$ cat src/sv/pkva_pkg.sv
// Package for the key voice allocator: shared types, constants and the tone table.
`default_nettype none
package pkva_pkg;

    // Key map
    localparam int          NUM_KEYS    = 16;
    localparam int          KEY_W       = 4;
    localparam logic [3:0]  KEY_OCT_UP  = 4'd0;
    localparam logic [3:0]  KEY_OCT_DN  = 4'd1;
    localparam logic [3:0]  FIRST_NOTE  = 4'd2;
    localparam logic [3:0]  LAST_NOTE   = 4'd14;
    localparam logic [3:0]  LAST_KEY    = 4'd15;

    // Octave range
    localparam int          OCT_W       = 3;
    localparam logic [2:0]  OCT_MIN     = 3'd1;
    localparam logic [2:0]  OCT_MAX     = 3'd4;
    localparam logic [2:0]  OCT_RESET   = 3'd4;

    // Results per snapshot
    localparam int          CNT_W       = 4;
    localparam logic [3:0]  MAX_RESULTS = 4'd8;

    // Output field widths
    localparam int          HZ_W        = 10;
    localparam int          VOICE_W     = 2;

    // Tone frequency in Hz, [octave-1][key-2]
    localparam logic [9:0] TONE_TABLE [0:3][0:12] = '{
        '{10'd33,  10'd35,  10'd37,  10'd39,  10'd41,  10'd44,  10'd46,
          10'd49,  10'd52,  10'd55,  10'd58,  10'd62,  10'd65},
        '{10'd65,  10'd69,  10'd73,  10'd78,  10'd82,  10'd87,  10'd92,
          10'd98,  10'd104, 10'd110, 10'd117, 10'd123, 10'd131},
        '{10'd131, 10'd139, 10'd147, 10'd156, 10'd165, 10'd175, 10'd185,
          10'd196, 10'd208, 10'd220, 10'd233, 10'd247, 10'd262},
        '{10'd262, 10'd277, 10'd294, 10'd311, 10'd330, 10'd349, 10'd370,
          10'd392, 10'd415, 10'd440, 10'd466, 10'd494, 10'd523}
    };

    // Controller states
    typedef enum logic [1:0] {
        ST_IDLE,
        ST_SCAN,
        ST_FLUSH
    } t_state;

    // Controller to datapath
    typedef struct packed {
        logic load;     // take the snapshot beat
        logic step;     // compare one key
        logic flush;    // push pending event out as the final one
    } t_cmd;

    // Datapath to controller
    typedef struct packed {
        logic slot_free;  // a step cannot block on the pending event
        logic out_free;   // output register can take a beat
        logic pend_valid; // a pending event waits
        logic end_scan;   // this step is the last of the walk
    } t_sts;

    // Tone lookup with octave clamp; non-note keys give zero
    function automatic logic [9:0] tone_for(input logic [2:0] oct, input logic [3:0] key);
        logic [2:0] o;
        logic [1:0] row;
        logic [3:0] col;
        o = oct;
        if (o < OCT_MIN) o = OCT_MIN;
        if (o > OCT_MAX) o = OCT_MAX;
        row = 2'(o - OCT_MIN);
        col = 4'(key - FIRST_NOTE);
        if (key < FIRST_NOTE || key > LAST_NOTE) return '0;
        return TONE_TABLE[row][col];
    endfunction

endpackage
`default_nettype wire

$ cat src/sv/pkva_ctrl.sv
// Controller for the key voice allocator: accept, key walk and final flush.
`default_nettype none
module pkva_ctrl
    import pkva_pkg::*;
(
    input  wire logic i_clk,
    input  wire logic i_rst_n,
    input  wire logic i_in_valid,
    output logic      o_in_ready,
    input  wire t_sts i_sts,
    output t_cmd      o_cmd
);

    t_state r_state;
    t_state n_state;

    // State register
    always_ff @(posedge i_clk) begin
        if (!i_rst_n) begin
            r_state <= ST_IDLE;
        end else begin
            r_state <= n_state;
        end
    end

    // Next state and commands
    always_comb begin
        n_state    = r_state;
        o_cmd      = '0;
        o_in_ready = 1'b0;
        unique case (r_state)
            ST_IDLE: begin
                o_in_ready = 1'b1;
                if (i_in_valid) begin
                    o_cmd.load = 1'b1;
                    n_state    = ST_SCAN;
                end
            end
            ST_SCAN: begin
                if (i_sts.slot_free) begin
                    o_cmd.step = 1'b1;
                    if (i_sts.end_scan) n_state = ST_FLUSH;
                end
            end
            ST_FLUSH: begin
                if (!i_sts.pend_valid) begin
                    n_state = ST_IDLE;
                end else if (i_sts.out_free) begin
                    o_cmd.flush = 1'b1;
                    n_state     = ST_IDLE;
                end
            end
            default: begin
                n_state = ST_IDLE;
            end
        endcase
    end

endmodule
`default_nettype wire

$ cat src/sv/pkva_datapath.sv
// Datapath for the key voice allocator: key state, voice pool, pending and output beats.
`default_nettype none
module pkva_datapath
    import pkva_pkg::*;
#(
    parameter int NUM_VOICES = 4
)(
    input  wire logic               i_clk,
    input  wire logic               i_rst_n,
    input  wire t_cmd               i_cmd,
    output t_sts                    o_sts,
    input  wire logic [NUM_KEYS-1:0] i_snap,
    output logic                    o_out_valid,
    input  wire logic               i_out_ready,
    output logic [VOICE_W-1:0]      o_voice,
    output logic                    o_note_on,
    output logic [KEY_W-1:0]        o_note_key,
    output logic [HZ_W-1:0]         o_tone_hz,
    output logic [OCT_W-1:0]        o_octave_now,
    output logic                    o_last_event
);

    localparam int VW = (NUM_VOICES > 1) ? $clog2(NUM_VOICES) : 1;
    localparam int BW = $clog2(NUM_VOICES + 1);

    // Snapshot walk
    logic [NUM_KEYS-1:0]   r_snap;
    logic [KEY_W-1:0]      r_key;
    logic [CNT_W-1:0]      r_cnt;

    // Key and voice state
    logic [NUM_KEYS-1:0]   r_held;
    logic [VW-1:0]         r_kvoice [NUM_KEYS];
    logic [NUM_VOICES-1:0] r_busy;
    logic [BW-1:0]         r_busy_cnt;
    logic [OCT_W-1:0]      r_oct;

    // Pending event
    logic                  r_p_valid;
    logic [VW-1:0]         r_p_voice;
    logic                  r_p_on;
    logic [KEY_W-1:0]      r_p_key;
    logic [HZ_W-1:0]       r_p_hz;
    logic [OCT_W-1:0]      r_p_oct;

    // Output register
    logic                  r_o_valid;
    logic [VOICE_W-1:0]    r_o_voice;
    logic                  r_o_on;
    logic [KEY_W-1:0]      r_o_key;
    logic [HZ_W-1:0]       r_o_hz;
    logic [OCT_W-1:0]      r_o_oct;
    logic                  r_o_last;

    // Decode of the current key
    logic          key_down;
    logic          key_held;
    logic          is_note;
    logic          free_found;
    logic [VW-1:0] free_voice;
    logic [VW-1:0] key_vc;
    logic          press_note;
    logic          rel_note;
    logic          emit;
    logic          oct_up;
    logic          oct_dn;
    logic          rel_other;
    logic          out_free;
    logic          move_out;

    // Lowest free voice
    always_comb begin
        free_found = 1'b0;
        free_voice = '0;
        for (int v = NUM_VOICES - 1; v >= 0; v--) begin
            if (!r_busy[v]) begin
                free_found = 1'b1;
                free_voice = VW'(v);
            end
        end
    end

    // Key event decode
    always_comb begin
        key_down   = r_snap[r_key];
        key_held   = r_held[r_key];
        key_vc     = r_kvoice[r_key];
        is_note    = (r_key >= FIRST_NOTE) && (r_key <= LAST_NOTE);
        press_note = key_down && !key_held && is_note && free_found
                     && (r_busy_cnt < BW'(NUM_VOICES));
        rel_note   = !key_down && key_held && is_note;
        emit       = press_note || rel_note;
        oct_up     = key_down && !key_held && (r_key == KEY_OCT_UP) && (r_oct < OCT_MAX);
        oct_dn     = key_down && !key_held && (r_key == KEY_OCT_DN) && (r_oct > OCT_MIN);
        rel_other  = !key_down && key_held && !is_note;
    end

    // Handshake status
    assign out_free = !r_o_valid || i_out_ready;
    assign move_out = (i_cmd.step && emit && r_p_valid) || i_cmd.flush;

    always_comb begin
        o_sts.slot_free  = !r_p_valid || out_free;
        o_sts.out_free   = out_free;
        o_sts.pend_valid = r_p_valid;
        o_sts.end_scan   = (r_key == LAST_KEY)
                           || (emit && (r_cnt == MAX_RESULTS - CNT_W'(1)));
    end

    // Walk position and result count
    always_ff @(posedge i_clk) begin
        if (i_cmd.load) begin
            r_snap <= i_snap;
            r_key  <= '0;
            r_cnt  <= '0;
        end else if (i_cmd.step) begin
            r_key <= r_key + KEY_W'(1);
            if (emit) r_cnt <= r_cnt + CNT_W'(1);
        end
    end

    // Key map, voice pool and octave
    always_ff @(posedge i_clk) begin
        if (!i_rst_n) begin
            r_held     <= '0;
            r_busy     <= '0;
            r_busy_cnt <= '0;
            r_oct      <= OCT_RESET;
            for (int k = 0; k < NUM_KEYS; k++) r_kvoice[k] <= '0;
        end else if (i_cmd.step) begin
            if (press_note) begin
                r_busy[free_voice] <= 1'b1;
                r_kvoice[r_key]    <= free_voice;
                r_held[r_key]      <= 1'b1;
                r_busy_cnt         <= r_busy_cnt + BW'(1);
            end else if (rel_note) begin
                if (32'(key_vc) < NUM_VOICES) r_busy[key_vc] <= 1'b0;
                if (r_busy_cnt != '0) r_busy_cnt <= r_busy_cnt - BW'(1);
                r_kvoice[r_key] <= '0;
                r_held[r_key]   <= 1'b0;
            end else if (oct_up) begin
                r_oct         <= r_oct + OCT_W'(1);
                r_held[r_key] <= 1'b1;
            end else if (oct_dn) begin
                r_oct         <= r_oct - OCT_W'(1);
                r_held[r_key] <= 1'b1;
            end else if (rel_other) begin
                r_held[r_key] <= 1'b0;
            end
        end
    end

    // Pending event valid
    always_ff @(posedge i_clk) begin
        if (!i_rst_n) begin
            r_p_valid <= 1'b0;
        end else if (i_cmd.step && emit) begin
            r_p_valid <= 1'b1;
        end else if (i_cmd.flush) begin
            r_p_valid <= 1'b0;
        end
    end

    // Pending event payload
    always_ff @(posedge i_clk) begin
        if (i_cmd.step && emit) begin
            r_p_voice <= press_note ? free_voice : key_vc;
            r_p_on    <= press_note;
            r_p_key   <= r_key;
            r_p_hz    <= press_note ? tone_for(r_oct, r_key) : '0;
            r_p_oct   <= r_oct;
        end
    end

    // Output beat valid
    always_ff @(posedge i_clk) begin
        if (!i_rst_n) begin
            r_o_valid <= 1'b0;
        end else if (move_out) begin
            r_o_valid <= 1'b1;
        end else if (i_out_ready) begin
            r_o_valid <= 1'b0;
        end
    end

    // Output beat payload; last only when the flush moves it
    always_ff @(posedge i_clk) begin
        if (move_out) begin
            r_o_voice <= VOICE_W'(r_p_voice);
            r_o_on    <= r_p_on;
            r_o_key   <= r_p_key;
            r_o_hz    <= r_p_hz;
            r_o_oct   <= r_p_oct;
            r_o_last  <= i_cmd.flush;
        end
    end

    assign o_out_valid  = r_o_valid;
    assign o_voice      = r_o_voice;
    assign o_note_on    = r_o_on;
    assign o_note_key   = r_o_key;
    assign o_tone_hz    = r_o_hz;
    assign o_octave_now = r_o_oct;
    assign o_last_event = r_o_last;

endmodule
`default_nettype wire

$ cat src/sv/polyphonic_key_voice_allocator_top.sv
// Top level of the key voice allocator: snapshot in, note events out.
//
//  channel  | dir | payload
//  ---------+-----+--------------------------------------------------------
//  s_axis   | in  | tdata[15:0] key_snapshot
//  m_axis   | out | tdata voice, note_key, tone_hz, octave_now; tuser note_on;
//           |     | tlast last_event
//
// One snapshot runs as an accept, one step per key in the 16-key walk (the
// shared compare and voice allocation step), and a flush of the final event
// when one is pending. The walk ends early once eight events are out. The
// walk pauses while both the pending event and the output register hold
// beats. Reset is synchronous and active low and restores octave four with
// all voices free.
`default_nettype none
module polyphonic_key_voice_allocator_top
    import pkva_pkg::*;
#(
    parameter int NUM_VOICES = 4
)(
    input  wire logic        i_clk,
    input  wire logic        i_rst_n,
    input  wire logic        s_axis_tvalid,
    output logic             s_axis_tready,
    input  wire logic [15:0] s_axis_tdata,  // [15:0] key_snapshot
    output logic             m_axis_tvalid,
    input  wire logic        m_axis_tready,
    output logic [23:0]      m_axis_tdata,  // [1:0] voice, [5:2] note_key,
                                            // [15:6] tone_hz, [18:16] octave_now
    output logic             m_axis_tuser,  // [0] note_on
    output logic             m_axis_tlast   // last_event
);

    t_cmd cmd;
    t_sts sts;

    logic [VOICE_W-1:0] voice;
    logic               note_on;
    logic [KEY_W-1:0]   note_key;
    logic [HZ_W-1:0]    tone_hz;
    logic [OCT_W-1:0]   octave_now;
    logic               last_event;

    // Sequencer
    pkva_ctrl u_ctrl (
        .i_clk      (i_clk),
        .i_rst_n    (i_rst_n),
        .i_in_valid (s_axis_tvalid),
        .o_in_ready (s_axis_tready),
        .i_sts      (sts),
        .o_cmd      (cmd)
    );

    // Key state and event datapath
    pkva_datapath #(
        .NUM_VOICES (NUM_VOICES)
    ) u_datapath (
        .i_clk        (i_clk),
        .i_rst_n      (i_rst_n),
        .i_cmd        (cmd),
        .o_sts        (sts),
        .i_snap       (s_axis_tdata),
        .o_out_valid  (m_axis_tvalid),
        .i_out_ready  (m_axis_tready),
        .o_voice      (voice),
        .o_note_on    (note_on),
        .o_note_key   (note_key),
        .o_tone_hz    (tone_hz),
        .o_octave_now (octave_now),
        .o_last_event (last_event)
    );

    // Beat packing
    assign m_axis_tdata = {5'b0, octave_now, tone_hz, note_key, voice};
    assign m_axis_tuser = note_on;
    assign m_axis_tlast = last_event;

endmodule
`default_nettype wire
$ cat config.mk
export PLATFORM = sky130hd
export DESIGN_NAME = polyphonic_key_voice_allocator_top
export DESIGN_NICKNAME = d
export VERILOG_FILES = /design/src/sv/pkva_pkg.sv /design/src/sv/pkva_ctrl.sv /design/src/sv/pkva_datapath.sv /design/src/sv/polyphonic_key_voice_allocator_top.sv
export SDC_FILE = /design/constraint.sdc
export NUM_CORES = 1
export LEC_CHECK = 0
export BUFFER_PORTS_ARGS = -buffer_cell sky130_fd_sc_hd__buf_2
export CORE_MARGIN = 2
export CORE_UTILIZATION = 38
export CTS_BUF_LIST = sky130_fd_sc_hd__clkbuf_4
export DETAILED_ROUTE_END_ITERATION = 12
export PLACE_DENSITY = 0.57
export RECOVER_POWER = 100
export SLEW_MARGIN = 20
export SYNTH_ARGS = -nofsm -noshare
export SYNTH_HDL_FRONTEND = slang
export SYNTH_HIERARCHICAL = 1
export SYNTH_SLANG_ARGS = --single-unit
$ cat constraint.sdc
create_clock -name i_clk -period 3.13 [get_ports i_clk]
set_input_delay 0.313 -clock i_clk [delete_from_list [all_inputs] [get_ports i_clk]]
set_output_delay 0.313 -clock i_clk [all_outputs]
set_load 0.005 [all_outputs]
==> results.md <==
- Worst Max-Slew Pin Slew: 1.43 ns
- Most used flip-flop cell after synthesis: edfxtp_1
- Clock tree from TritonCTS: built
- Fraction of the core area covered by cells at the end of the flow: 43.9%
- Average via count per standard cell: 5.50
- Number of clock sinks seen by CTS: 131
- Endpoint type of the worst setup path: flop
- Result of the run: complete, no violations
- Maximum clock path buffer count: 2
- First-pass DRT Iterations: 7
- Antenna violation net count after detailed routing: 0
- Width of the chip: 136 microns
- Combinational fraction of design power: 24.4%
- Die Ht: 136 microns
- Post-synthesis sequential area ratio: 52.7%
- Clk pwr share: 26.8%
- Synthesis-to-finish area growth: 13.5%
- Initial antenna violation count: 1
- Detailed-route via count: 4964
- Average wire length per cell after detail routing: 17.4 microns
- First-pass GRT wire length: 25500 microns
- Routability congestion estimate from global placement: 0.891
- Maximum VDD drop: 0.381 mV
- Leakage dissipation: 0.00266 uW
- Clock period minus worst slack: 2.90 ns
- Classification of the worst setup path: reg -> reg
- Pin count of the biggest net entering global routing: 42
- Crit Path Max Fanout: 21
- Setup TNS Final: 0 ns
- DRC violation count after routing: 0
- Data required time at the worst endpoint: 3.38 ns
- Clock edge transition at the registers on the reported setup and hold paths: 0.14 ns
- H-tree depth: 4
- Cell Rows: 48
- Fraction of power spent switching nets: 33.1%
- Part of the power in registers: 48.8%
- Fraction of registers with async set/reset: 0%
- Overflow left after global routing: 0
- Detailed-route wire length: 15700 microns
- Power per standard cell area: 542 nW/um^2
- Number of clock buffers inserted by TritonCTS: 17
- Final setup violation count: 0
- Post-synthesis instance area: 6660 sq um
- Max-cap check violation count: 0
- Count of synthesis-stage warnings from yosys: 6
- Number of synthesized flops with an enable pin: 89
- Worst slew margin relative to its limit: 4.98%
- Number of nets in the final layout: 703
- Skew-Pair Late Insertion Delay: 0.56 ns
- Port Buffers: 42
- Power after layout: 4100 uW
- Post-Syn Instances: 595
- Number of I/O pins: 48
- RSZ-0062 raised after global routing: no
- Post-synthesis area per instance: 11.2 sq um
- Switching power: 1360 uW
- DPL Wire Length: 11300 microns
- Peak Freq: 345 MHz
- Final worst clock skew: 0.0300 ns
- Area of the core: 17200 sq um
- Cell Count Post-Placement: 854
- Number of setup buffers added after CTS: 0
- Min-delay worst type: in -> reg
- DRC marker count from the first detailed-route iteration: 479
- Internal power component: 2740 uW
- Tot GR Track Use: 18.1%
- Count of cell types in the netlist: 69
- Initial standard-cell utilization of the core: 38.6%
- Buffer cell driving the clock tree root: clkbuf_4
- Post-route fraction of the period consumed by the critical path: 92.7%
- Die area: 18600 sq um
- Kind of launch point of the worst setup path: flop
- Non-filler cells, final: 903
- Final Hold Vio Count: 0
- Worst-case hold slack: 0.0793 ns
- Fin. max-slew vios: 0
- Fraction of layout cells with a size suffix above 1: 19.8%
- Flop and latch count out of synthesis: 131
- Arrival time of the worst setup path: 3.15 ns
- Number of global-route vias before repair: 4814
## per-layer routing
layer / up-vias / track usage, % / part of all wire, %
met2: 171 / 27.8 / 47
li1: 2342 / - / -
met4: 0 / 6.71 / 1.7
met3: 21 / 4.47 / 6.3
met5: - / 0 / 0
met1: 2430 / 24.8 / 45
## critical path: stages, from the launching register on
cell	delay (ns)
dfxtp_1	0.57
clkbuf_1	0.33
nand3_1	0.14
o32a_1	0.24
and4_1	0.30
nor3_2	0.24
buf_4	0.24
o21ai_0	0.18
nand2b_1	0.13
buf_6	0.22
## logic make-up (layout without fill, tap and decap cells)
kind of cell | Yosys count | in the layout | synth area share (%)
buffers and inverters | 68 | 146 | 4.85
DFF | 131 | 131 | 52.7
adders and majority gates | 19 | 19 | 3.68
and+or+nand+nor | 211 | 211 | 16.4
other | 1 | 6 | 0.0563
muxes | 32 | 32 | 8.41
AOI/OAI and AO/OA | 125 | 125 | 12.8
xor gates and xnor gates | 8 | 8 | 1.05
## power groups by stage
| stage | Combinational (uW) | Clock, uW | Sequential (uW) |
|---|---|---|---|
| detailed placement | 979 | 0 | 2040 |
| global placement | 967 | 0 | 2040 |
| CTS | 996 | 1130 | 2000 |
| finish | 1000 | 1100 | 2000 |
| floorplan | 747 | 0 | 1990 |
| global route | 1090 | 1220 | 2010 |
## placed cells by master (no fill, tap or decap), types with 7 or more instances in the layout
master,instances
inv_1,23
nand3_1,22
buf_2,25
buf_4,22
nor2_2,17
nor2_1,54
nand2_1,61
dlygate4sd3_1,16
a21oi_1,23
nand2b_1,9
a32o_1,7
o21ai_0,38
mux4_2,19
nor3_1,7
clkbuf_1,23
clkbuf_4,17
mux2i_1,11
ha_1,18
dfxtp_1,42
edfxtp_1,89
inv_6,9
## cells in the mapped netlist, drive strengths merged (3+ instances only)
cell	count	area share [%]
a221oi	3	0.39
nor2b	6	0.56
ha	18	3.4
a32o	7	1.1
a31o	3	0.39
nand2	61	3.4
mux4	19	6.4
and2	4	0.38
nor3	9	0.83
inv	23	1.3
buf	23	2.3
nand2b	9	0.85
nor2	72	4.8
nand4	7	0.98
o21ai	38	2.9
a31oi	5	0.47
a32oi	3	0.39
xnor2	6	0.79
o211a	4	0.60
a21oi	23	1.7
nor4	3	0.51
mux2i	11	1.7
o31ai	4	0.45
o211ai	6	0.68
a211oi	4	0.45
nand3	23	1.8
o32a	5	0.75
clkbuf	22	1.2
dfxtp	42	13
edfxtp	89	40
a21o	3	0.34
o221a	3	0.51
## layout make-up
class,count,area (sq um)
antenna,1,2.50
clock buffer,17,128
clock inverter,15,141
fill,1600,9680
inverter,23,86.3
multi-input combinational,400,2840
sequential,131,3510
tap,225,282
timing repair buffer,91,567
## timing repair
item	CTS	global route
hold buffers	16	0
endpoints found under the setup margin	0	17
gates resized for setup	0	2
hold endpoints to repair	16	0
## metrics by stage
stage | area, sq um | setup WS [ns]
2_1_floorplan | 6680 | 0.138
3_3_place_gp | 7190 | 0.287
3_5_place_dp | 7190 | 0.187
4_1_cts | 7620 | 0.171
5_1_grt | 7560 | 0.0220
6_report | 7560 | 0.228
## path summary, 6_finish.rpt
path	start	end	slack (ns)	depth (start not counted)
min reg2reg	u_datapath/r_p_key[1]	u_datapath/o_note_key[1]	0.43	0
max	u_datapath/r_key[3]	u_datapath/o_tone_hz[7]	0.23	9
max reg2reg	u_datapath/r_key[3]	u_datapath/o_tone_hz[7]	0.23	9
min	m_axis_tready	u_datapath/o_out_valid	0.08	4
Power figures use the tool's default switching activity.
